--- config.mk ---
export PLATFORM = sky130hd
export DESIGN_NAME = gble_queue
export DESIGN_NICKNAME = d
export VERILOG_FILES = /design/src/rtl/gble_pkg.sv /design/src/rtl/gble_queue.sv
export SDC_FILE = /design/constraint.sdc
export NUM_CORES = 1
export LEC_CHECK = 0
export BUFFER_PORTS_ARGS = -buffer_cell sky130_fd_sc_hd__buf_4
export CAP_MARGIN = 15
export CORE_ASPECT_RATIO = 1.25
export CORE_MARGIN = 2
export CORE_UTILIZATION = 55
export CTS_BUF_LIST = sky130_fd_sc_hd__clkbuf_8
export DETAILED_ROUTE_END_ITERATION = 12
export PLACE_DENSITY = 0.86
export SYNTH_ARGS = -nofsm -noshare
export SYNTH_HDL_FRONTEND = slang
export SYNTH_SLANG_ARGS = --single-unit
export TNS_END_PERCENT = 30
--- constraint.sdc ---
create_clock -name clock -period 2.8 [get_ports clock]
set_clock_uncertainty 0.15 [all_clocks]
set_input_delay 0.42 -clock clock [delete_from_list [all_inputs] [get_ports clock]]
set_output_delay 0.42 -clock clock [all_outputs]
set_load 0.01 [all_outputs]
--- src/rtl/gble_pkg.sv ---
`default_nettype none

package gble_pkg;

   // Text store size and the widths that follow from it.
   localparam int CAPACITY = 1024;
   localparam int ADDR_W   = $clog2(CAPACITY);
   localparam int CNT_W    = ADDR_W + 1;
   localparam int SUM_W    = CNT_W + 1;

   // Command queue between front and back.
   localparam int QUEUE_DEPTH = 2;
   localparam int QPTR_W      = $clog2(QUEUE_DEPTH);
   localparam int QCNT_W      = $clog2(QUEUE_DEPTH + 1);

   typedef logic [2:0]        mode_type;
   typedef logic [7:0]        char_type;
   typedef logic [9:0]        pos_type;
   typedef logic [10:0]       len_type;
   typedef logic [CNT_W-1:0]  cnt_type;
   typedef logic [ADDR_W-1:0] addr_type;

   localparam mode_type MODE_INSERT = 3'd0;
   localparam mode_type MODE_LEFT   = 3'd1;
   localparam mode_type MODE_RIGHT  = 3'd2;
   localparam mode_type MODE_BACK   = 3'd3;
   localparam mode_type MODE_READ   = 3'd4;

   typedef enum logic [1:0] {
      STATUS_OK       = 2'd0,
      STATUS_BOUNDARY = 2'd1,
      STATUS_FULL     = 2'd2,
      STATUS_RANGE    = 2'd3
   } status_type;

   typedef enum logic [2:0] {
      OP_INSERT,
      OP_LEFT,
      OP_RIGHT,
      OP_BACK,
      OP_READ,
      OP_NONE
   } op_type;

   typedef struct packed {
      op_type   op;
      char_type ch;
      pos_type  pos;
   } cmd_type;

   typedef enum logic {
      BACK_IDLE,
      BACK_DATA
   } back_state_type;

   function automatic op_type decode_mode(input mode_type mode);
      op_type op;
      case (mode)
         MODE_INSERT: op = OP_INSERT;
         MODE_LEFT:   op = OP_LEFT;
         MODE_RIGHT:  op = OP_RIGHT;
         MODE_BACK:   op = OP_BACK;
         MODE_READ:   op = OP_READ;
         default:     op = OP_NONE;
      endcase
      return op;
   endfunction

endpackage

`default_nettype wire

--- src/rtl/gble_queue.sv ---
`default_nettype none

module gble_queue (
   input  wire logic              clock,
   input  wire logic              reset,
   input  wire logic              push,
   input  wire gble_pkg::cmd_type push_cmd,
   output logic                   full,
   input  wire logic              pop,
   output logic                   head_valid,
   output gble_pkg::cmd_type      head_cmd
);
   import gble_pkg::*;

   cmd_type             slot_ff [QUEUE_DEPTH];
   logic [QPTR_W-1:0]   wr_ptr_ff, wr_ptr_in;
   logic [QPTR_W-1:0]   rd_ptr_ff, rd_ptr_in;
   logic [QCNT_W-1:0]   count_ff, count_in;

   function automatic logic [QPTR_W-1:0] bump(input logic [QPTR_W-1:0] ptr);
      logic [QPTR_W-1:0] nxt;
      if (ptr == QPTR_W'(QUEUE_DEPTH - 1)) begin
         nxt = '0;
      end else begin
         nxt = ptr + QPTR_W'(1);
      end
      return nxt;
   endfunction

   assign full       = (count_ff == QCNT_W'(QUEUE_DEPTH));
   assign head_valid = (count_ff != '0);
   assign head_cmd   = slot_ff[rd_ptr_ff];

   always_comb begin
      wr_ptr_in = push ? bump(wr_ptr_ff) : wr_ptr_ff;
      rd_ptr_in = pop  ? bump(rd_ptr_ff) : rd_ptr_ff;
      count_in  = count_ff;
      if (push && !pop) begin
         count_in = count_ff + QCNT_W'(1);
      end else if (pop && !push) begin
         count_in = count_ff - QCNT_W'(1);
      end
   end

   always_ff @(posedge clock) begin
      if (reset) begin
         wr_ptr_ff <= '0;
         rd_ptr_ff <= '0;
         count_ff  <= '0;
      end else begin
         wr_ptr_ff <= wr_ptr_in;
         rd_ptr_ff <= rd_ptr_in;
         count_ff  <= count_in;
      end
   end

   always_ff @(posedge clock) begin
      if (push) begin
         slot_ff[wr_ptr_ff] <= push_cmd;
      end
   end
endmodule

`default_nettype wire

## Word level (Yosys, flattened, before mapping)

Memories as Yosys holds them, arrays and structs flattened. A register that Yosys moved wholly into a read port is not among the register bits.
Index checks and enable logic that the tools add are counted.

- Add/subtract/negate cells: 4
- Multiply operators: 0
- Div/mod/pow operators: 0
- $lt $le $gt $ge: 0
- Equality and inequality tests: 1
- Shifts and indexed selects: 0
- Muxes and demuxes: 8
- Bitwise gates (word level): 0
- Reduce and logical (&&, ||, !) cells: 6

Operators by type and width:

| cell | number |
|---|---|
| 2-to-1 mux 1 bit | 6 |
| 2-to-1 mux 2 bit | 2 |
| nonzero test 2 bit | 2 |
| adder 1 bit (second input constant) | 2 |
| adder 2 x 1 -> 2 bit (second input constant) | 1 |
| == test 2 bit (second input constant) | 1 |
| logical AND 1 bit | 2 |
| logical NOT 1 bit | 2 |
| subtractor 2 x 1 -> 2 bit (second input constant) | 1 |

- Bits in registers: 4
- Bits in latches: 0
- Bits in writable memories: 42
- Memory bits (read-only): 0
- Input port bits: 25
- Output and inout bits: 23
- Logic and storage cells: 23
- Memories kept: 1

Memory list:

| name | depth | width | read ports | clocked after memory_dff | write ports | line | text |
|---|---|---|---|---|---|---|---|
| slot_ff | 2 | 21 | 1 | 1 | 1 | gble_queue.sv:15 | `cmd_type slot_ff [QUEUE_DEPTH];` |

## Depth between registers and ports, before layout

Gate-level depths: netlist of run 1.

- Word-level depth: 4
- Depth in mapped cells: 5
- Mapped depth without buffers: 5

## Least setup slack after synthesis of run 1

Ideal clock, no wire load.

- Path type: input to register
- From: in push
- To: mem slot_ff[0][0] (netlist bit) (enable)
- Library setup time: 0.401 ns
- Data arrival time: 1.398 ns
- Data required time: 2.249 ns
- Slack: 0.851 ns
- Stages: 1
- Buffers on the path: 0
- Cell sequence: nor2b_1

- Longest elaborated chain between the ends: 2

Ends and longest elaborated chain:

| what | line | text |
|---|---|---|
| from (decl) | gble_queue.sv:6 | `input wire logic push,` |
| 2-to-1 mux 1 bit | gble_queue.sv:58 | `if (push) begin` |
| 2-to-1 mux 1 bit (implied by the code) | gble_queue.sv:59 | `slot_ff[wr_ptr_ff] <= push_cmd;` |
| to (decl) | gble_queue.sv:15 |  |

No other way between the ends.

==> results of run 1 <==
[flip-flops by register name, indices dropped and copies added, names as in the netlist, named ones only]
register   count
slot_ff       42
count_ff       2
rd_ptr_ff      1
wr_ptr_ff      1
[per-layer routing]
metal	up-vias	wire (um)	GRT usage
met2	29	1649	0.3247
li1	438	-	-
met4	0	44	0.06563
met1	441	1039	0.2048
met3	5	174	0.07848
met5	-	0	0
[report_power, final]
| part | internal [uW] | total, uW | switching (uW) | leakage (uW) |
|---|---|---|---|---|
| Sequential | 814 | 829 | 15.4 | 0.000436 |
| Clock | 168 | 375 | 207 | 0.0000505 |
| Combinational | 118 | 212 | 93.9 | 0.000377 |
[cells by family (layout without fill, tap and decap cells)]
| kind of cell | after synthesis | count (layout) | share of synthesized area |
|---|---|---|---|
| adders and majority gates | 1 | 1 | 0.007282 |
| AOI/OAI and AO/OA | 2 | 2 | 0.005821 |
| DFF | 47 | 47 | 0.7924 |
| muxes | 21 | 21 | 0.1377 |
| buffers and inverters | 3 | 59 | 0.008010 |
| and+or+nand+nor | 9 | 9 | 0.02841 |
| xor gates and xnor gates | 4 | 4 | 0.02040 |
[through the flow]
| step | instance area [um2] | cells |
|---|---|---|
| 5_1_grt | 2212 | 179 |
| 3_5_place_dp | 2131 | 171 |
| 4_1_cts | 2212 | 179 |
| 3_3_place_gp | 2131 | 171 |
| 2_1_floorplan | 1718 | 87 |
| 6_report | 2212 | 179 |
[worst max path at each step]
stage	startpoint	end	slack, ns	cells after the start
after floorplan	push	slot_ff[0][0]$_DFFE_PP_	0.85	1
after global placement	push	slot_ff[0][9]$_DFFE_PP_	1.14	3
after detailed placement	push	slot_ff[0][10]$_DFFE_PP_	1.07	3
after CTS	register	head_cmd[18]	0.80	3
after global routing	register	head_cmd[18]	0.76	3
final	register	head_cmd[18]	0.81	3
[placed cells by master, fill, tap and decap left out]
cell type / n
edfxtp_1: 42
and2_1: 1
xor2_1: 2
buf_4: 50
or2_2: 1
clkinv_2: 1
clkbuf_8: 5
nor2_1: 4
mux2_2: 21
and2b_2: 1
inv_1: 3
xnor2_1: 2
a21oi_1: 1
nor2b_2: 1
dfxtp_1: 5
ha_1: 1
or3_1: 1
o21ai_0: 1
[area by class of cell]
type / instances / area (um2) / area share
inverter: 1 / 3.754 / 0.001697
tap: 36 / 45.04 / 0.02036
timing repair buffer: 50 / 375.4 / 0.1697
clock buffer: 5 / 68.82 / 0.03111
multi-input combinational: 37 / 345.3 / 0.1561
sequential: 47 / 1361 / 0.6154
clock inverter: 3 / 12.51 / 0.005656
[worst max-delay path, delay by kind of cell, from the launching register on]
kind / cells / cell delay [ns]
flip-flops: 1 / 0.31
buffers and inverters: 2 / 0.42
multiplexers: 1 / 0.39
==> results, run 1 <==
- The run finished with clean final reports.
- The register bit total from synthesis is 47.
- After floorplanning, the core was divided into 22 placement rows.
- The terminus of the critical flop-to-flop path is slot_ff[0][17]$_DFFE_PP_.
- The number of ports placed on the die boundary is 48.
- The max-slew violation count is 0.
- The number of nets in the synthesized netlist is 113.
- Overall power consumption after layout is estimated at 1416 uW.
- The via count is 913.
- The top flip-flop cell by instance count after synthesis is edfxtp_1.
- Across every metal layer, demand over resource in global routing totals 0.1890.
- The share of the yosys chip area belonging to registers is 0.7924.
- After detailed routing, the average wire length per cell comes to 16.24 um.
- The ratio of routed vias to standard cells is 5.101.
- The largest fanout on the critical path is 21.
- The later pin in the worst-skew pair is clocked with a latency of 0.29 ns.
- Of the cells placed in the final design, the portion with a size suffix greater than 1 is 0.5594.
- After detailed routing, the number of remaining DRC violations is 0.
- Clock tree synthesis inserted a total of 5 buffers.
- The final worst slack is 0.8131 ns.
- The initial utilization of the core area, before any placement, comes to 0.5779.
- The die is 66.49 um tall.
- Setup repair after global routing left no endpoint under its margin.
- The global placement routability congestion is 0.6692.
- The floorplan step defined a core boundary enclosing 2973 um2.
- The total standard cell area after synthesis is 1718 um2.
- The final wirelength is 2907 um.
- The final hold violation count was 0.
- For the pin with the worst max-slew slack, the measured transition is 0.4717 ns.
- The buffer depth of the longest clock path is 2.
- The number of routed nets with antenna violations is 0.
- The commonest cells after synthesis are edfxtp_1, mux2_2, dfxtp_1.
- The number of max-capacitance violations reported is 0.
- The synthesized design contains 42 enable-type register cells.
- Compared with the post-synthesis result, the final layout area differs by 28.77%.
- Setup total negative slack on the finished layout was measured at 0 ns.
- Of all flip-flops after synthesis, the portion carrying an async set or reset was 0.
- The arrival time of data at the critical path endpoint is 1.42 ns.
- The total of hold buffers inserted after clock tree synthesis is 0.
- The required time at the endpoint of the critical path is 2.23 ns.
- The power density over the cells is 640.2 nW/um2.
- On the final layout, the worst hold slack is 0.1525 ns.
- Subtracting the final worst setup slack from the clock period gives 1.987 ns.
- By area the synthesized netlist is led by edfxtp_1, mux2_2, dfxtp_1, xnor2_1, xor2_1.
- The initial antenna violation count came to 0.
- The clock sink count is 47.
- CTS placed an instance of clkbuf_8 at the clock tree root.
- TritonCTS built the clock tree.
- For this run, the slowest stage of the critical path takes 0.39 ns.
- The kind of critical path is reg -> out.
- The fraction of post-synthesis cell area in the top cell type by area is 0.7342.
- The first detailed-routing pass ran for 4 iterations.
- Post-CTS timing repair inserted 0 buffers for setup.
- The first global-routing pass estimated 4547 um of wire.
- Summed over all layers, the global routing overflow is 0.
- After clock tree synthesis, the clock-pin slew on the worst setup and hold paths is 0.08 ns.
- The largest net degree at the start of global routing is 22.
- The register-to-register setup slack is 1.29 ns.
- Dividing the final minimum period by the clock period gives 0.7096.
- The largest vdd supply drop is 587.1 uV.
- The fraction of the core area covered by cells at the end of the flow is 0.7441.
- The most frequent cell after synthesis is edfxtp_1.
- Setup violations remaining at the end of the flow were counted as 0.
- The count of buffers added on input and output ports is 47.
- The via count of the first global-routing pass came to 947.
- The critical path goes through buf_4, mux2_2, buf_4.
- The floorplan step set the die width to 53.99 um.
- In this run the tightest slew margin relative to its limit is 0.6841.
- The fill cell instance count of the final layout is 199.
- The number of gates resized after CTS is 0.
- The startpoint identified for the worst register-to-register timing path is wr_ptr_ff$_SDFFE_PP0P_.
- Yosys printed 0 warnings.
- The fmax is 503.3 MHz.
- STA classifies the critical path startpoint as a register.
- The antenna diode instance count is 0.
- The path with the worst hold slack has its endpoint at slot_ff[0][6]$_DFFE_PP_.
- The number of nets in the final layout is 168.
- In this run the mean area of a mapped cell was 19.75 um2.
- The critical path endpoint category is a primary output.
- The worst hold path belongs to the class in -> reg.
- The DRC violation total after the first TritonRoute iteration is 17.
- The number of H-tree branching levels is 2.
- The area of the die is 3589 um2.
- Counting instances, the worst hold path has a depth of 1.
- The count of cell types in the netlist is 16.
- Counting every instance in the synthesized netlist gives 87.
- The most numerous cell on the critical path is buf_4.
- Prior to clock tree synthesis, the placed netlist has a worst setup slack of 1.072 ns.
- The cell type with the largest total area after synthesis is edfxtp_1.
- The cell at the slowest stage of the critical path is mux2_2.
- For the worst flop-to-flop path, the logic depth is 2.
- The startpoint of the lowest-slack hold path is push_cmd[6].
- Detailed placement ended at an HPWL of 2092 um.
- In this run the static leakage power is 0.0008629 uW.
No activity file was read; power rests on OpenSTA's default activity.
==> inputs of run 2 (changes only) <==
- CORE_UTILIZATION: 55 -> 53
- PLACE_DENSITY: 0.86 -> 0.83
- clock period: 2.8 -> 1.95 ns (I/O delays scaled with it)
==> run 2 against run 1 <==
Against the previous run: worst hold slack lost 0.12 ns; utilization decreased by 3.3 points; critical path depth unchanged; largest cell class unchanged.
==> results, run 2 (same netlist as run 1, synthesis figures left out) <==
- The largest registers in the layout are slot_ff x42, count_ff x2.
- The clock buffer count from CTS is 5.
- The area growth from synthesis to layout is 31.10%.
- In the final layout, flip-flops and latches occupy 1361 um2.
- TritonCTS built the clock tree.
- In the global route stage, overall resource usage came out at 0.1674.
- The highest layer touched by signal routing is met4.
- The largest vdd supply drop is 783.1 uV.
- The die covers 3716 um2.
- Along the worst path, the maximum fanout reaches 12.
- Entering global routing, the biggest net connects 22 pins.
- The total congestion overflow is 0.
- The first-pass GRT wire length is 3981 um.
- The power density over the cells is 966.7 nW/um2.
- After detailed routing, the number of remaining DRC violations is 0.
- Measured against its own limit, the worst slew margin works out to 0.8128.
- The initial utilization of the core area, before any placement, comes to 0.5427.
- The tool flagged a number of max-cap violations equal to 0.
- Summing all non-filler instances in the final layout gives an area of 2252 um2.
- The antenna diode instance count is 0.
- The clock insertion delay at the later pin of the skew report is 0.29 ns.
- In this run the vertical extent of the chip is 67.66 um.
- The library cells used most frequently in the layout, excluding fill and tap cells, are buf_4, edfxtp_1, mux2_2.
- The tree built by TritonCTS fans out to 47 sinks.
- The HPWL reported at the end of detailed placement is 1954 um.
- The flow ran to the end, and the final reports show no timing, DRC or antenna violations.
- The critical path launch point type is a register.
- The number of routed nets with antenna violations is 0.
- The placed instance area is 2140 um2.
- In this run the tool buffered the top-level ports with 47 buffer cells.
- The setup violation total in the final timing report is 0.
- The first detailed-routing pass took 3 iterations.
- The number of post-CTS setup repair buffers is 0.
- The post-route clock period utilization is 0.9164.
- In this run the critical register-to-register path is launched from wr_ptr_ff$_SDFFE_PP0P_.
- The number of H-tree branching levels is 2.
- The global placement routability congestion is 0.5834.
- At the worst endpoint, the required time is 1.51 ns.
- The number of placement rows is 23.
- The wire length per cell after detailed routing is 15.55 um.
- The tightest hold path in the finished design has a slack of 0.02890 ns.
- After detailed routing, the number of vias per cell comes to 5.061.
- Of the cells placed in the final design, the portion with a size suffix greater than 1 is 0.5764.
- The time the worst path needs with I/O delays and setup is 1.787 ns.
- The critical path is of the reg -> out type.
- The final hold violation count is 0.
- The completed layout was analyzed and its total power is 2177 uW.
- The most common cell after layout, fill and taps aside is buf_4.
- The wire length on met2 is 1545 um.
- The clock-pin slew reported for the worst setup and hold paths after clock tree synthesis is 0.08 ns.
- Hold repair after CTS inserted 0 buffers.
- In this run the worst hold path is classified as in -> reg.
- The number of ports placed on the die boundary is 48.
- The via count of the first global-routing pass is 852.
- The max-slew violation count is 0.
- The startpoint of the lowest-slack hold path is push_cmd[15].
- The total met3 wirelength after detailed routing is 185 um.
- The aggregate negative setup slack is 0 ns.
- Post-CTS repair changed the size of 0 cells.
- For the worst setup path, the data arrival time is 1.34 ns.
- For this run, the post-layout net count is 169.
- The chip width is 54.92 um.
- The fmax is 559.6 MHz.
- The initial antenna violation count is 0.
- The leakage dissipation is 0.0008757 uW.
- The register containing the most flip-flops in the final layout is slot_ff.
- No sink is reached through more buffers than the 2 on the longest clock path.
- Setup repair after global routing left no endpoint under its margin.
- The worst setup path is captured at a primary output.
- The wire length the detailed router placed on met1 is 1066 um.
- The routed layout has 916 vias.
- The area taken by multi-input logic gates is 345.3 um2.
- The number of flip-flops under the largest register name is 42.
- The final layout contains routed wiring with a total length of 2815 um.
- The core region is 3166 um2.
- The DRC violation total after the first TritonRoute iteration is 24.
- The transition at the pin with the smallest max-transition slack is 0.2807 ns.
- The fill cell instance count of the final layout is 225.
- The tree is rooted in a clkbuf_8.
==> run 2: cell types whose count changed in the layout (fill, tap and decap cells not counted), sizes merged <==
| cell | previous run | this run |
|---|---|---|
| bufinv | 0 | 1 |
| clkinv | 1 | 2 |
| inv | 3 | 1 |
| buf | 50 | 51 |
==> run 2: stage by stage <==
step,instances,util,setup slack (ns)
6_report,181,0.7115,0.1630
5_1_grt,181,0.7115,0.08421
4_1_cts,181,0.7115,0.1527
3_5_place_dp,173,0.6759,0.4874
3_3_place_gp,173,0.6759,0.4938
2_1_floorplan,87,-,0.1145
==> run 2: metal layers <==
layer / up-vias / GRT usage
met1: 441 / 0.1674
met2: 31 / 0.2842
met4: 0 / 0.08232
li1: 442 / -
met3: 2 / 0.07743
met5: - / 0
==> run 2: final cells by class <==
cell class | instances | area share
tap | 37 | 0.02056
sequential | 47 | 0.6044
inverter | 1 | 0.001667
timing repair buffer | 51 | 0.1700
clock buffer | 5 | 0.03056
multi-input combinational | 37 | 0.1533
clock inverter | 3 | 0.01944
==> run 2: worst max-delay path, stage by stage (launching register included) <==
cell     delay, ns
dfxtp_1       0.33
buf_4         0.21
mux2_2        0.36
buf_4         0.14
==> run 2: final timing paths <==
kind,cells past startpoint,slack [ns],to
hold reg to reg,2,0.38,count_ff[1]$_SDFFE_PP0P_
hold / removal,1,0.03,slot_ff[1][15]$_DFFE_PP_
setup / recovery,3,0.16,head_cmd[6]
setup reg to reg,2,0.67,slot_ff[1][2]$_DFFE_PP_
==> run 2: power breakdown <==
group | leakage [uW] | switching [uW] | internal [uW]
logic | 0.000382 | 134 | 172
clock network | 0.0000581 | 299 | 381
registers | 0.000436 | 22.7 | 1170
total | 0.000876 | 455 | 1720
==> inputs of run 3 (changes only) <==
- CORE_UTILIZATION: 53 -> 55
- PLACE_DENSITY: 0.83 -> 0.86
- clock period: 1.95 -> 2.3 ns (I/O delays scaled with it)
==> run 3 against run 2 <==
Against the previous run: global-route usage rose by 2.4 points; setup slack improved by 0.29 ns; largest power group unchanged; critical endpoint is now head_cmd[16]; clock power fell by 29%.
==> results, run 3 (same netlist as run 1, synthesis figures left out) <==
- The flow ran to the end, and the final reports show no timing, DRC or antenna violations.
- The number of gates resized after CTS is 0.
- The register-to-register setup slack is 0.79 ns.
- The clock buffer count from CTS is 5.
- The arrival time of data at the critical path endpoint is 1.36 ns.
- TritonCTS built the clock tree.
- Static timing analysis puts the maximum clock frequency at 540.1 MHz.
- Dividing the detail-routed wire length by the instance count gives 15.98 um.
- The chip width is 53.99 um.
- The final non-filler cell total is 180.
- In this run the power density over the cells is 788.4 nW/um2.
- The first global-routing pass estimated 4471 um of wire.
- The max-slew violation count is 0.
- The first-pass detailed-route iteration total is 4.
- The headroom to the max-slew limit is 0.6915.
- The post-synthesis to final-layout area growth is 29.79%.
- For this run, the post-layout net count is 169.
- The time the worst path needs with I/O delays and setup is 1.851 ns.
- In this run the critical register-to-register path is captured at slot_ff[1][9]$_DFFE_PP_.
- The initial antenna violation count is 0.
- The tool flagged a number of max-cap violations equal to 0.
- The via count of the first global-routing pass is 984.
- The transition at the pin with the smallest max-transition slack is 0.4607 ns.
- The final hold violation count came to 0.
- The largest net degree at the start of global routing is 16.
- The number of placed instances, taps included, is 172.
- The post-route clock period utilization is 0.8050.
- The kind of critical path is reg -> out.
- In this run the worst path has a maximum fanout of 13.
- Adding up every negative setup slack in the final design gives 0 ns.
- VDD sags by at most 684.1 uV.
- After clock tree synthesis, the clock-pin slew on the worst setup and hold paths is 0.08 ns.
- For this design, the sink count on the clock tree is 47.
- The total of hold buffers inserted after clock tree synthesis is 0.
- The global placement routability congestion is 0.6284.
- Following the worst setup path forward leads to its endpoint at head_cmd[16].
- The most numerous cell on the critical path is buf_4.
- On the final layout, the worst hold slack is 0.07844 ns.
- The antenna diode instance count is 0.
- The number of routed nets with antenna violations is 0.
- Buffers placed on the I/O ports in this run total 47.
- The aggregate global-route resource usage is 0.1909.
- The clock insertion delay at the later pin of the skew report is 0.29 ns.
- The register containing the most flip-flops in the final layout is slot_ff.
- The worst hold path class is in -> reg.
- The routed layout has 932 vias.
- The startpoint of the worst-slack reg-to-reg timing path is wr_ptr_ff$_SDFFE_PP0P_.
- The library cells used most frequently in the layout, excluding fill and tap cells, are buf_4, edfxtp_1, mux2_2.
- The worst setup path is launched from a register.
- The number of cells on the worst reg-to-reg path is 2.
- The critical path goes through buf_4, mux2_2, buf_4.
- Fill cells in the final layout number 195.
- Setup violations remaining at the end of the flow were counted as 0.
- The HPWL reported at the end of detailed placement is 2080 um.
- The cell at the root of the clock tree is clkbuf_8.
- The number of design rule violations left after detail routing is 0.
- The largest registers in the layout are slot_ff x42, count_ff x2.
- The number of post-CTS setup repair buffers is 0.
- The die is 66.49 um tall.
- The total congestion overflow is 0.
- Of the cells placed in the final design, the portion with a size suffix greater than 1 is 0.5694.
- In this design, the stage delay of the slowest critical-path cell is 0.36 ns.
- The number of ports placed on the die boundary is 48.
- The core region is 2973 um2.
- The slowest stage of the critical path is the mux2_2 cell.
- The number of placement rows is 22.
- The die covers 3589 um2.
- The ratio of routed vias to standard cells is 5.178.
- The critical path endpoint category is a primary output.
- The final wirelength is 2876 um.
- The register with the most flip-flops in the layout has 42 of them.
- Overall power consumption after layout is estimated at 1758 uW.
- The library cell used most frequently in the layout, excluding fill and tap cells, is buf_4.
- The leakage dissipation is 0.0008699 uW.
- The detailed router finished its first iteration with 25 violations.
- The number of H-tree branching levels is 2.
- For the worst setup path, the data required time is 1.80 ns.
- Setup repair after global routing left no endpoint under its margin.
- The initial utilization of the core area, before any placement, comes to 0.5779.
- The longest clock path from root to sink contains 2 buffers.
[run 3: stage by stage]
stage	setup slack, ns	util	cell area, um2
4_1_cts	0.4291	0.7500	2230
2_1_floorplan	0.4261	-	1718
3_5_place_dp	0.6541	0.7193	2138
5_1_grt	0.3733	0.7500	2230
3_3_place_gp	0.7019	0.7193	2138
6_report	0.4486	0.7500	2230
[run 3: worst min path at each step]
| stage | depth (start not counted) | from | end |
|---|---|---|---|
| global route | 1 | push_cmd[10] | slot_ff[0][10]$_DFFE_PP_ |
| detailed placement | 2 | rd_ptr_ff$_SDFFE_PP0P_ | register |
| CTS | 1 | push_cmd[16] | slot_ff[0][16]$_DFFE_PP_ |
| global placement | 2 | count_ff[1]$_SDFFE_PP0P_ | count_ff[1]$_SDFFE_PP0P_ |
| floorplan | 1 | reset | count_ff[1]$_SDFFE_PP0P_ |
| finish | 1 | push_cmd[16] | slot_ff[0][16]$_DFFE_PP_ |
[run 3: final cells by class]
cell class	count	area [um2]	share of cell area
flip-flops and latches	47	1361	0.6106
repair buffers	51	382.9	0.1717
multi-input cells	37	345.3	0.1549
clock buffers	6	82.58	0.03704
well taps	36	45.04	0.02020
clock inverters	2	8.758	0.003928
inverters	1	3.754	0.001684
[run 3: critical path, delay by kind of cell, from the launching register on]
family	cells	cell delay [ns]
buffers and inverters	2	0.37
flip-flops	1	0.33
multiplexers	1	0.36
[run 3: metal layers]
| layer | global-route usage | vias to the layer above | share of wire |
|---|---|---|---|
| li1 | - | 437 | - |
| met1 | 0.2095 | 460 | 0.38 |
| met2 | 0.3125 | 27 | 0.54 |
| met3 | 0.05830 | 8 | 0.047 |
| met4 | 0.1219 | 0 | 0.028 |
| met5 | 0 | - | 0 |
[run 3: power breakdown]
group / internal (uW) / switching [uW]
Clock: 238 / 249
Sequential: 991 / 18.1
Combinational: 146 / 117
