$ cat src/rtl/gble_pkg.sv
`default_nettype none

package gble_pkg;

   // Text store size and the widths that follow from it.
   localparam int CAPACITY = 1024;
   localparam int ADDR_W   = $clog2(CAPACITY);
   localparam int CNT_W    = ADDR_W + 1;
   localparam int SUM_W    = CNT_W + 1;

   // Command queue between front and back.
   localparam int QUEUE_DEPTH = 2;
   localparam int QPTR_W      = $clog2(QUEUE_DEPTH);
   localparam int QCNT_W      = $clog2(QUEUE_DEPTH + 1);

   typedef logic [2:0]        mode_type;
   typedef logic [7:0]        char_type;
   typedef logic [9:0]        pos_type;
   typedef logic [10:0]       len_type;
   typedef logic [CNT_W-1:0]  cnt_type;
   typedef logic [ADDR_W-1:0] addr_type;

   localparam mode_type MODE_INSERT = 3'd0;
   localparam mode_type MODE_LEFT   = 3'd1;
   localparam mode_type MODE_RIGHT  = 3'd2;
   localparam mode_type MODE_BACK   = 3'd3;
   localparam mode_type MODE_READ   = 3'd4;

   typedef enum logic [1:0] {
      STATUS_OK       = 2'd0,
      STATUS_BOUNDARY = 2'd1,
      STATUS_FULL     = 2'd2,
      STATUS_RANGE    = 2'd3
   } status_type;

   typedef enum logic [2:0] {
      OP_INSERT,
      OP_LEFT,
      OP_RIGHT,
      OP_BACK,
      OP_READ,
      OP_NONE
   } op_type;

   typedef struct packed {
      op_type   op;
      char_type ch;
      pos_type  pos;
   } cmd_type;

   typedef enum logic {
      BACK_IDLE,
      BACK_DATA
   } back_state_type;

   function automatic op_type decode_mode(input mode_type mode);
      op_type op;
      case (mode)
         MODE_INSERT: op = OP_INSERT;
         MODE_LEFT:   op = OP_LEFT;
         MODE_RIGHT:  op = OP_RIGHT;
         MODE_BACK:   op = OP_BACK;
         MODE_READ:   op = OP_READ;
         default:     op = OP_NONE;
      endcase
      return op;
   endfunction

endpackage

`default_nettype wire

$ cat src/rtl/gble_req_if.sv
`default_nettype none

interface gble_req_if;
   import gble_pkg::*;

   logic     valid;
   logic     ready;
   mode_type mode;
   char_type char_in;
   pos_type  position;

   modport source (output valid, output mode, output char_in, output position, input ready);
   modport sink   (input valid, input mode, input char_in, input position, output ready);
endinterface

`default_nettype wire

$ cat src/rtl/gble_front.sv
`default_nettype none

module gble_front (
   input  wire logic              clock,
   input  wire logic              reset,
   gble_req_if.sink               req_ch,
   input  wire logic              q_full,
   output logic                   push,
   output gble_pkg::cmd_type      push_cmd
);
   import gble_pkg::*;

   logic    hold_valid_ff, hold_valid_in;
   cmd_type cmd_ff;
   logic    take;

   // The holding register drains into the queue whenever there is room.
   assign push         = hold_valid_ff && !q_full;
   assign req_ch.ready = !hold_valid_ff || push;
   assign take         = req_ch.valid && req_ch.ready;
   assign push_cmd     = cmd_ff;

   always_comb begin
      hold_valid_in = hold_valid_ff;
      if (take) begin
         hold_valid_in = 1'b1;
      end else if (push) begin
         hold_valid_in = 1'b0;
      end
   end

   always_ff @(posedge clock) begin
      if (reset) begin
         hold_valid_ff <= 1'b0;
      end else begin
         hold_valid_ff <= hold_valid_in;
      end
   end

   always_ff @(posedge clock) begin
      if (take) begin
         cmd_ff.op  <= decode_mode(req_ch.mode);
         cmd_ff.ch  <= req_ch.char_in;
         cmd_ff.pos <= req_ch.position;
      end
   end
endmodule

`default_nettype wire

$ cat src/flat_wrapper.sv
// flat-port wrapper written by rule: the top's interface ports become plain ports
module gble_front_flat import gble_pkg::*;
  (clock, reset, q_full, push, push_cmd, req_ch_valid, req_ch_mode, req_ch_char_in, req_ch_position, req_ch_ready);
  gble_req_if req_ch_i ();
  input  wire logic clock;
  input  wire logic reset;
  input  wire logic q_full;
  output logic push;
  output gble_pkg::cmd_type push_cmd;
  input wire logic [$bits(req_ch_i.valid)-1:0] req_ch_valid;
  input wire logic [$bits(req_ch_i.mode)-1:0] req_ch_mode;
  input wire logic [$bits(req_ch_i.char_in)-1:0] req_ch_char_in;
  input wire logic [$bits(req_ch_i.position)-1:0] req_ch_position;
  output wire logic [$bits(req_ch_i.ready)-1:0] req_ch_ready;
  assign req_ch_i.valid = req_ch_valid;
  assign req_ch_i.mode = req_ch_mode;
  assign req_ch_i.char_in = req_ch_char_in;
  assign req_ch_i.position = req_ch_position;
  assign req_ch_ready = req_ch_i.ready;
  gble_front u_core (.clock(clock), .reset(reset), .req_ch(req_ch_i), .q_full(q_full), .push(push), .push_cmd(push_cmd));
endmodule
$ cat config.mk
export PLATFORM = sky130hd
export DESIGN_NAME = gble_front_flat
export DESIGN_NICKNAME = d
export VERILOG_FILES = /design/src/rtl/gble_pkg.sv /design/src/rtl/gble_req_if.sv /design/src/rtl/gble_front.sv /design/src/flat_wrapper.sv
export SDC_FILE = /design/constraint.sdc
export NUM_CORES = 1
export LEC_CHECK = 0
export ABC_AREA = 1
export BUFFER_PORTS_ARGS = -buffer_cell sky130_fd_sc_hd__buf_2
export CELL_PAD_IN_SITES_DETAIL_PLACEMENT = 1
export CELL_PAD_IN_SITES_GLOBAL_PLACEMENT = 1
export CORE_MARGIN = 2
export CORE_UTILIZATION = 32
export DETAILED_ROUTE_END_ITERATION = 7
export PLACE_DENSITY = 0.83
export SETUP_SLACK_MARGIN = 0.2
export SYNTH_ARGS = -nofsm -noshare
export SYNTH_HDL_FRONTEND = slang
export SYNTH_SLANG_ARGS = --single-unit
$ cat constraint.sdc
create_clock -name clock -period 4.8 [get_ports clock]
set_input_delay 0.96 -clock clock [delete_from_list [all_inputs] [get_ports clock]]
set_output_delay 0.96 -clock clock [all_outputs]
set_load 0.01 [all_outputs]
# Yosys cells after proc, flatten, opt, wreduce, memory -nomap -nowiden
# Cells that the tools add are included.
word_totals:
  output_inout_bits: 23
  wordCells: 18
  in_bits: 25
  ff_bits: 22
op_classes:
  reduce_logical: 7
  eq_ne: 4
  muxes: 3
op_table:
  columns: ["cell", "count"]
  rows:
  - ["$pmux 3 s5", 1]
  - ["$eq 3x2->1 const B", 2]
  - ["$eq 3x1->1 const B", 1]
  - ["$eq 3x3->1 const B", 1]
  - ["$logic_not 3->1", 1]
  - ["$logic_and 1x1->1", 2]
  - ["$logic_not 1->1", 2]
  - ["$mux 1", 2]
  - ["$reduce_bool 2->1", 1]
  - ["$logic_or 1x1->1", 1]

# Depth between registers and ports, before layout
# Gate-level depths: netlist of run 1.
logic_depth:
  ltp_word: 5
  depth_mapped: 2
  ltp_nobuf: 2

# Worst setup path before layout of run 1
# No wires, ideal clock.
synth_path:
  path_kind: "input-to-reg"
  from: "input port req_ch_valid"
  to: "register u_core.cmd_ff (netlist bit u_core.push_cmd[0]) (enable)"
  required_ns: 4.394
  n_path_buf: 0
  cell_stages: 2
  setup_ns: 0.406
  arrival_ns: 2.068
  setup_slack_ns: 2.326
  cell_sequence: "inv_1 > a21oi_1"
synth_via:
  elab_chain_len: 1
synth_lines:
  columns: ["element", "line_no", "rtl"]
  rows:
  - ["start: declaration", "flat_wrapper.sv:10", "input wire logic [$bits(req_ch_i.valid)-1:0] req_ch_valid;"]
  - ["$logic_and 1x1->1", "gble_front.sv:20", "assign take = req_ch.valid && req_ch.ready;"]
  - ["end: declaration", "gble_front.sv:14", "cmd_type cmd_ff;"]
# Every way passes these cells.
# A chain may end at the register's enable or synchronous reset.

# Final worst setup path of run 1
layout_path:
  from: "input port q_full"
  to: "output port push"
layout_via:
  elab_chain_len: 2
layout_lines:
  columns: ["element", "line_no", "rtl"]
  rows:
  - ["start: declaration", "flat_wrapper.sv:7", "input wire logic q_full;"]
  - ["$logic_not 1->1", "gble_front.sv:18", "assign push = hold_valid_ff && !q_full;"]
  - ["$logic_and 1x1->1", "gble_front.sv:18", null]
  - ["end: declaration", "flat_wrapper.sv:8", "output logic push;"]
# Every way passes these cells.

==> results of run 1 <==
report_power, final:
group          leakage, nW  internal, mW  switching [mW]
Sequential           0.212         0.224         0.00287
Combinational        0.214        0.0152          0.0180
Clock               0.0210        0.0462          0.0484
Total                0.447         0.285          0.0692
logic make-up (layout without fill, tap and decap cells):
logic type	Yosys count	after routing	share of synthesized area
AOI/OAI and AO/OA	3	3	0.0304
DFF	22	22	0.929
and+or+nand+nor	3	3	0.0197
buffers and inverters	4	54	0.0214
layer usage:
metal | global-route usage | up-vias
met4 | 0.0811 | 0
met5 | 0 | -
met1 | 0.123 | 192
met3 | 0.0446 | 2
met2 | 0.162 | 37
li1 | - | 216
Yosys cell counts:
| master | number |
|---|---|
| edfxtp_1 | 21 |
| inv_1 | 3 |
| nor2_1 | 2 |
| a21o_1 | 1 |
| a21oi_1 | 1 |
| a21oi_2 | 1 |
| clkbuf_1 | 1 |
| dfxtp_1 | 1 |
| nand2_2 | 1 |
final timing paths:
kind	depth (start not counted)	end	from	slack (ns)
max reg2reg	1	u_core.push_cmd[12]$_DFFE_PP_	u_core.hold_valid_ff$_SDFFE_PP0P_	3.23
min reg2reg	2	u_core.hold_valid_ff$_SDFFE_PP0P_	u_core.hold_valid_ff$_SDFFE_PP0P_	0.50
min	2	u_core.hold_valid_ff$_SDFFE_PP0P_	u_core.hold_valid_ff$_SDFFE_PP0P_	0.50
max	3	push	q_full	2.51
state kept, by name, summed over array words and instances (netlist names):
name                  flops
u_core.hold_valid_ff      1
u_core.push_cmd          21
final cells by class:
cell class              count  area (um2)
inverters                   3        11.3
well taps                  27        33.8
fillers                   224        1020
repair buffers             47         235
clock buffers               4        36.3
multi-input cells           6        38.8
flip-flops and latches     22         651
through the flow:
stage	setup slack (ns)	std cells	power [mW]	hold slack, ns	cell area [um2]
floorplan	2.33	32	0.243	0.492	701
global placement	2.53	105	0.263	0.476	970
detailed placement	2.50	105	0.265	0.489	970
CTS	2.49	109	0.362	0.505	1010
global route	2.47	109	0.372	0.524	1010
finish	2.51	109	0.354	0.500	1010
==> results.json, run 1 <==
{
  "status": "complete, no violations",
  "place.detailed.hpwl_um": 1050,
  "maxCapViolCount": 0,
  "tightest_slew_ns": 1.06,
  "yosys.cell_types.count": 9,
  "clock_insertion_delay_worst_skew_ns": 0.29,
  "chipHeight_um": 50.8,
  "netlist_instances": 32,
  "clock_tree.htree_level_count": 1,
  "top_signal_layer_used": "met4",
  "timing.critical_path.slowest_cell_delay_ns": 0.14,
  "synth-warning-count": 0,
  "critical_path.top_delay_family": "buffers and inverters",
  "synth.net_count": 57,
  "root_buffer": "clkbuf_4",
  "number_of_clock_sinks": 22,
  "drtPass1Iterations": 2,
  "clk_path_buf_depth": 2,
  "seq_area_frac_synth": 0.929,
  "row_count": 16,
  "chipWidth_um": 50.8,
  "period_needed_ns": 2.29,
  "path_buf_inv": 2,
  "final.setup.tns_ns": 0,
  "crit_path_cell_trace": "buf_2 -> nor2_1 -> buf_2",
  "drive_gt1_frac": 0.659,
  "setup_viol": 0,
  "max_clock_freq_ghz": 0.436,
  "crit_path_max_fanout": 3,
  "design.portCount": 48,
  "synth.top_cell.area_share": 0.900,
  "unrepaired_setup_endpoints_after_global_routing": "false",
  "cp_slowest_cell": "buf_2",
  "via_count": 447,
  "crit_arrival_ns": 1.33,
  "min_path_type": "flop to flop",
  "post-route-period-util": 0.477,
  "setup.worst_path.start_class": "input pin",
  "syn_to_final_growth_pct": 43.6,
  "antenna_found_initial": 0,
  "final_wirelength_um": 1290,
  "drc_errors": 0,
  "grt_start_max_net_pins": 22,
  "finalNetCount": 108,
  "vias_per_cell": 4.10,
  "met3_length_um": 184,
  "global_route.overflow_total": 0,
  "power.density_nw_per_um2": 352,
  "m1WireLength_um": 513,
  "met2RoutedLength_um": 576,
  "postCtsResizedCells": 0,
  "ir_drop_worst_case_vdd_mv": 0.161,
  "track_usage": 0.108,
  "wire_length_of_the_first_global_routing_pass_um": 1890,
  "synth.ff_latch_count": 22,
  "finalCoreUtilization": 0.498,
  "final_max_slew_viol_count": 0,
  "worst_setup_path_end_kind": "output port",
  "clock_tree_from_tritoncts": "done",
  "avgRoutedWirePerCell_um": 11.9,
  "path_common_cell": "buf_2",
  "die_area_um2": 2580,
  "placement.io_buffers": 47,
  "diodes": 0,
  "final_common_cell": "buf_2",
  "netlist.top_cell.by_area": "edfxtp_1",
  "synth.area.top_cells": "edfxtp_1, dfxtp_1, inv_1",
  "numCtsBuffers": 3,
  "power.static_leakage_nw": 0.447,
  "grt_pass1_vias": 402,
  "required_ns": 3.84,
  "cts_hold_buf": 0,
  "slew_headroom": 0.290,
  "syn-mean-instance-area_um2": 21.9,
  "drc_marker_count_from_the_first_detailed_route_iteration": 1,
  "drtAntennaViolNets": 0,
  "floorplan.initialDensity": 0.347,
  "cts.repair_timing.setup_buffer_count": 0,
  "core_um2": 2020,
  "type_of_the_setup_path_with_the_least_slack": "input pin to output port",
  "layout.cells.most_common_list": "buf_2, edfxtp_1, inv_1, clkbuf_4",
  "place_congestion": 0.574,
  "clock_pin_slew_of_the_registers_on_the_worst_case_setup_and_hold_paths_ns": 0.11,
  "final_hold_violation_count": 0,
  "post_route_clock_skew_ns": 0.00191,
  "netlist_area_um2": 701
}
Power figures use the tool's default switching activity.
==> inputs of run 2 (changes only) <==
--- a/config.mk
+++ b/config.mk
@@ -10,9 +10,9 @@
 export CELL_PAD_IN_SITES_DETAIL_PLACEMENT = 1
 export CELL_PAD_IN_SITES_GLOBAL_PLACEMENT = 1
 export CORE_MARGIN = 2
-export CORE_UTILIZATION = 32
+export CORE_UTILIZATION = 27
 export DETAILED_ROUTE_END_ITERATION = 7
-export PLACE_DENSITY = 0.83
+export PLACE_DENSITY = 0.75
 export SETUP_SLACK_MARGIN = 0.2
 export SYNTH_ARGS = -nofsm -noshare
 export SYNTH_HDL_FRONTEND = slang
==> constraint.sdc (replaced) <==
create_clock -name clock -period 1.9 [get_ports clock]
set_input_delay 0.38 -clock clock [delete_from_list [all_inputs] [get_ports clock]]
set_output_delay 0.38 -clock clock [all_outputs]
set_load 0.01 [all_outputs]
==> run 2 against run 1 <==
First-iteration DRC count grew to 5.0 times the previous value. Combinational power grew to 2.6 times the previous value. Sequential cell count stayed put.
==> results.json, run 2 (synthesis gave the netlist of run 1 again) <==
{
  "status": "complete, no violations",
  "met2RoutedLength_um": 651,
  "postCtsResizedCells": 0,
  "critical_path.top_delay_family": "flip-flops",
  "floorplan.initialDensity": 0.283,
  "power_switching_share": 0.202,
  "maxCapViolCount": 0,
  "core_um2": 2480,
  "finalNetCount": 110,
  "final.setup.tns_ns": 0,
  "path_buf_inv": 2,
  "power.share.clock": 0.273,
  "internal_power_mw": 0.723,
  "power.density_nw_per_um2": 884,
  "row_count": 18,
  "type_of_the_setup_path_with_the_least_slack": "flop to output port",
  "crit_path_max_fanout": 3,
  "r2r.worst_path.cells": 2,
  "power.static_leakage_nw": 0.456,
  "worst_setup_path_end_kind": "output port",
  "clock_tree.htree_level_count": 1,
  "final_common_cell": "buf_2",
  "clock_tree_from_tritoncts": "done",
  "place_worst_setup_slack_ns": 0.724,
  "wire_length_of_the_first_global_routing_pass_um": 1710,
  "clock_pin_slew_of_the_registers_on_the_worst_case_setup_and_hold_paths_ns": 0.11,
  "unrepaired_setup_endpoints_after_global_routing": "false",
  "clk_path_buf_depth": 2,
  "sequentialPowerShare": 0.631,
  "number_of_clock_sinks": 22,
  "grt_pass1_vias": 406,
  "placement.io_buffers": 47,
  "crit_arrival_ns": 0.96,
  "min_path_type": "input pin to flop",
  "cts_hold_buf": 0,
  "m1WireLength_um": 470,
  "chipHeight_um": 54.9,
  "drc_marker_count_from_the_first_detailed_route_iteration": 5,
  "drive_gt1_frac": 0.667,
  "place_congestion": 0.604,
  "comb_power_share": 0.096,
  "chipWidth_um": 54.9,
  "post_route_clock_skew_ns": 0.00348,
  "die_area_um2": 3020,
  "diodes": 0,
  "avgRoutedWirePerCell_um": 11.0,
  "drtAntennaViolNets": 0,
  "top_signal_layer_used": "met3",
  "final_hold_violation_count": 0,
  "multi_input_comb_area_um2": 38.8,
  "largest_register_ffs": 21,
  "final_critical_path_setup_slack_ns": 0.559,
  "vias_per_cell": 4.01,
  "track_usage": 0.0832,
  "ir_drop_worst_case_vdd_mv": 0.380,
  "slew_headroom": 0.900,
  "numCtsBuffers": 3,
  "via_count": 457,
  "post-route-period-util": 0.706,
  "global_route.overflow_total": 0,
  "final_max_slew_viol_count": 0,
  "tightest_slew_ns": 0.150,
  "timing.critical_path.slowest_cell_delay_ns": 0.40,
  "worstSetupPathDepth": 3,
  "setup_viol": 0,
  "crit_path_cell_trace": "inv_1 -> nor2_1 -> buf_2",
  "period_needed_ns": 1.34,
  "final_wirelength_um": 1260,
  "setup.worst_path.start_class": "flop",
  "grt_start_max_net_pins": 13,
  "cp_slowest_cell": "dfxtp_1",
  "met3_length_um": 135,
  "power_switching_mw": 0.183,
  "area.sequential_um2": 651,
  "syn_to_final_growth_pct": 46.2,
  "max_clock_freq_ghz": 0.746,
  "worstHoldPathCells": 2,
  "fillerInstances": 283,
  "clock_insertion_delay_worst_skew_ns": 0.30,
  "layout.cells.most_common_list": "buf_2, edfxtp_1, inv_1, clkbuf_4",
  "required_ns": 1.52,
  "cts.repair_timing.setup_buffer_count": 0,
  "antenna_found_initial": 0,
  "design.portCount": 48,
  "drtPass1Iterations": 2,
  "root_buffer": "clkbuf_4",
  "drc_errors": 0
}
run 2: final timing paths:
| path | start | end | slack [ns] |
|---|---|---|---|
| worst max-delay path | u_core.hold_valid_ff$_SDFFE_PP0P_ | push | 0.56 |
| worst min-delay path | reset | u_core.hold_valid_ff$_SDFFE_PP0P_ | 0.23 |
| worst max register to register | u_core.hold_valid_ff$_SDFFE_PP0P_ | u_core.push_cmd[7]$_DFFE_PP_ | 0.91 |
| worst min register to register | u_core.hold_valid_ff$_SDFFE_PP0P_ | u_core.hold_valid_ff$_SDFFE_PP0P_ | 0.51 |
run 2: routing by layer:
metal,vias to the layer above,global-route usage
li1,220,-
met1,209,0.103
met3,0,0.0269
met5,-,0
met4,0,0.0366
met2,28,0.133
run 2: final cells by class:
class	count	area share
Sequential cell	22	0.635
Timing Repair Buffer	49	0.244
Multi-Input combinational cell	6	0.0379
Tap cell	30	0.0366
Clock buffer	4	0.0354
Inverter	3	0.0110
run 2: power groups by stage:
| stage | Combinational [mW] | Sequential (mW) | Clock [mW] |
|---|---|---|---|
| finish | 0.0873 | 0.571 | 0.247 |
| global route | 0.0973 | 0.574 | 0.275 |
| CTS | 0.0897 | 0.572 | 0.262 |
| detailed placement | 0.0897 | 0.583 | 0 |
| global placement | 0.0874 | 0.582 | 0 |
| floorplan | 0.0160 | 0.598 | 0 |
run 2: per-stage QoR:
stage	hold WS, ns	power (mW)	util	cell area, um2	cells
after detailed placement	0.491	0.672	0.399	988	110
after floorplan	0.442	0.615	-	704	32
final	0.226	0.906	0.414	1020	114
after global routing	0.207	0.947	0.414	1020	114
after CTS	0.211	0.923	0.414	1020	114
after global placement	0.481	0.669	0.399	988	110
==> inputs of run 3 (changes only) <==
--- a/config.mk
+++ b/config.mk
@@ -5,14 +5,14 @@
 export SDC_FILE = /design/constraint.sdc
 export NUM_CORES = 1
 export LEC_CHECK = 0
-export ABC_AREA = 1
+export ABC_AREA = 0
 export BUFFER_PORTS_ARGS = -buffer_cell sky130_fd_sc_hd__buf_2
 export CELL_PAD_IN_SITES_DETAIL_PLACEMENT = 1
 export CELL_PAD_IN_SITES_GLOBAL_PLACEMENT = 1
 export CORE_MARGIN = 2
-export CORE_UTILIZATION = 27
+export CORE_UTILIZATION = 30
 export DETAILED_ROUTE_END_ITERATION = 7
-export PLACE_DENSITY = 0.75
+export PLACE_DENSITY = 0.78
 export SETUP_SLACK_MARGIN = 0.2
 export SYNTH_ARGS = -nofsm -noshare
 export SYNTH_HDL_FRONTEND = slang
==> constraint.sdc (replaced) <==
create_clock -name clock -period 1.3 [get_ports clock]
set_input_delay 0.26 -clock clock [delete_from_list [all_inputs] [get_ports clock]]
set_output_delay 0.26 -clock clock [all_outputs]
set_load 0.01 [all_outputs]
==> run 3 against run 2 <==
Final cell count shrank 5.3%. Clock power grew 23%. Non-clock buffer count shrank 2. Largest cell class unchanged. Area after synthesis shrank 0.71%. Critical path type unchanged. Combinational power grew 43%.
==> results.json, run 3 <==
{
  "yosys.cell_types.count": 10,
  "place.detailed.hpwl_um": 995,
  "grt_pass1_vias": 450,
  "seq_area_frac_synth": 0.935,
  "cts.repair_timing.setup_buffer_count": 0,
  "track_usage": 0.106,
  "critical_path.top_delay_family": "flip-flops",
  "post_route_clock_skew_ns": 0.00961,
  "vias_per_cell": 4.10,
  "cp_slowest_cell": "dfxtp_2",
  "largest_register_ffs": 21,
  "unrepaired_setup_endpoints_after_global_routing": "true",
  "worstHoldPathCells": 2,
  "placedInstanceArea_um2": 965,
  "grt_start_max_net_pins": 22,
  "root_buffer": "clkbuf_4",
  "drtPass1Iterations": 2,
  "clock_tree.htree_level_count": 1,
  "setup.worst_path.start_class": "flop",
  "crit_arrival_ns": 0.94,
  "netlist.top_cell.by_area": "edfxtp_1",
  "final_common_cell": "buf_2",
  "tightest_slew_ns": 0.283,
  "number_of_clock_sinks": 22,
  "power_switching_mw": 0.259,
  "parity_gate_share_of_the_synthesized_area_counting_xor_and_xnor_cells": 0,
  "antenna_found_initial": 0,
  "status": "complete, no violations",
  "main_combinational_cell_family_by_area_after_synthesis": "simple AND/OR/NAND/NOR gates",
  "post_synth_mux_area_share": 0,
  "final_wirelength_um": 1250,
  "path_buf_inv": 1,
  "post-route-period-util": 0.924,
  "synth_fa_ha_area_frac": 0,
  "layout.cells.most_common_list": "buf_2, edfxtp_1, clkbuf_4",
  "synth-async-reset-ratio": 0,
  "placement.io_buffers": 47,
  "place_congestion": 0.666,
  "comb_power_share": 0.099,
  "dp_cell_count": 104,
  "required_ns": 1.04,
  "maxCapViolCount": 0,
  "crit_path_max_fanout": 3,
  "final_critical_path_setup_slack_ns": 0.0985,
  "finalCoreUtilization": 0.451,
  "netlist_area_um2": 696,
  "synth.net_count": 55,
  "clock_pin_slew_of_the_registers_on_the_worst_case_setup_and_hold_paths_ns": 0.10,
  "syn_to_final_growth_pct": 43.5,
  "avgRoutedWirePerCell_um": 11.6,
  "drc_errors": 0,
  "row_count": 17,
  "max_clock_freq_ghz": 0.832,
  "synth.area.top_cells": "edfxtp_1, dfxtp_1, and2b_2",
  "ir_drop_worst_case_vdd_mv": 0.704,
  "synth_compound_gate_area_share": 0.0180,
  "synth_simple_gate_area_share": 0.0414,
  "period_needed_ns": 1.20,
  "numCtsBuffers": 3,
  "netlist_instances": 30,
  "place_worst_setup_slack_ns": 0.194,
  "wire_length_of_the_first_global_routing_pass_um": 1930,
  "core_um2": 2210,
  "final.setup.tns_ns": 0,
  "worstSetupPathDepth": 2,
  "type_of_the_setup_path_with_the_least_slack": "flop to output port",
  "timing.reg2reg.setup_slack_ns": 0.26,
  "min_path_type": "input pin to flop",
  "final_hold_violation_count": 0,
  "setup_viol": 0,
  "crit_path_cell_trace": "and2b_2 -> buf_6",
  "clock_tree_from_tritoncts": "done",
  "finalNetCount": 106,
  "die_area_um2": 2720,
  "final_max_slew_viol_count": 0,
  "power.share.clock": 0.241,
  "drc_marker_count_from_the_first_detailed_route_iteration": 1,
  "clock_insertion_delay_worst_skew_ns": 0.30,
  "drtAntennaViolNets": 0,
  "slew_headroom": 0.812,
  "power_switching_share": 0.205,
  "drive_gt1_frac": 0.663,
  "power.density_nw_per_um2": 1260,
  "timing.critical_path.slowest_cell_delay_ns": 0.34,
  "floorplan.initialDensity": 0.314,
  "synth-warning-count": 0,
  "chipHeight_um": 52.2,
  "fillerInstances": 255,
  "fin_cells": 108,
  "yosys.cell_count.top_type": "edfxtp_1",
  "worst_setup_path_end_kind": "output port",
  "power.static_leakage_nw": 0.436,
  "synth_enable_flop_cells": 21,
  "chipWidth_um": 52.2,
  "sequentialPowerShare": 0.660,
  "design.portCount": 48,
  "via_count": 443,
  "clk_path_buf_depth": 2,
  "synth.ff_latch_count": 22,
  "cts_hold_buf": 0,
  "syn-mean-instance-area_um2": 23.2,
  "final_cell_area_um2": 998,
  "global_route.overflow_total": 0,
  "diodes": 0,
  "synth_ff_type": "edfxtp_1",
  "r2r.worst_path.cells": 2,
  "synth.top_cell.area_share": 0.906,
  "internal_power_mw": 1.00
}
-- run 3: cell count changes after synthesis --
cell	change
nor2b_1	+1
nor2_1	-1
and2_1	+1
nand2_1	+1
nand2_2	-1
inv_1	-3
a21oi_2	-1
and2b_2	+1
-- run 3: timing repair --
item / 4_1_cts / 5_1_grt
resized for setup: 2 / 0
setup endpoints to repair: 5 / 23
hold endpoints to repair: 0 / 0
-- run 3: path summary, 6_finish.rpt --
path,to,start
max,push,u_core.hold_valid_ff$_SDFFE_PP0P_
min,u_core.hold_valid_ff$_SDFFE_PP0P_,reset
max reg2reg,u_core.push_cmd[9]$_DFFE_PP_,u_core.hold_valid_ff$_SDFFE_PP0P_
min reg2reg,u_core.hold_valid_ff$_SDFFE_PP0P_,u_core.hold_valid_ff$_SDFFE_PP0P_
-- run 3: kinds of logic after synthesis --
logic type	after synthesis
AND/OR/NAND/NOR	5
flip-flops	22
buffers and inverters	1
AO/OA/AOI/OAI	2
-- run 3: routing by layer --
layer | global-route usage | wire length, um | part of all wire
met1 | 0.102 | 432 | 0.35
met2 | 0.175 | 654 | 0.52
met3 | 0.0575 | 163 | 0.13
met4 | 0.0641 | 0 | 0
met5 | 0 | 0 | 0
-- run 3: power groups by stage --
stage               combinational (mW)  clock, mW  sequential [mW]
floorplan                       0.0238          0            0.873
global placement                 0.121          0            0.849
detailed placement               0.125          0            0.850
CTS                              0.127      0.316            0.835
global route                     0.139      0.354            0.838
finish                           0.125      0.304            0.834
-- run 3: worst register-to-register path, stage by stage (launching register included) --
cell and delay, ns:
dfxtp_2 0.34, nand2_1 0.07, and2_4 0.32
-- run 3: layout make-up --
| class | count | area [um2] | area share |
|---|---|---|---|
| sequential | 22 | 652 | 0.653 |
| timing repair buffer | 47 | 241 | 0.242 |
| multi-input combinational | 7 | 43.8 | 0.0439 |
| tap | 28 | 35.0 | 0.0351 |
| clock buffer | 4 | 26.3 | 0.0263 |
-- run 3: per-stage QoR --
stage,hold WS [ns],power (mW)
after CTS,0.103,1.28
after global routing,0.0840,1.33
after floorplan,0.332,0.897
final,0.114,1.26
after detailed placement,0.432,0.976
after global placement,0.418,0.971
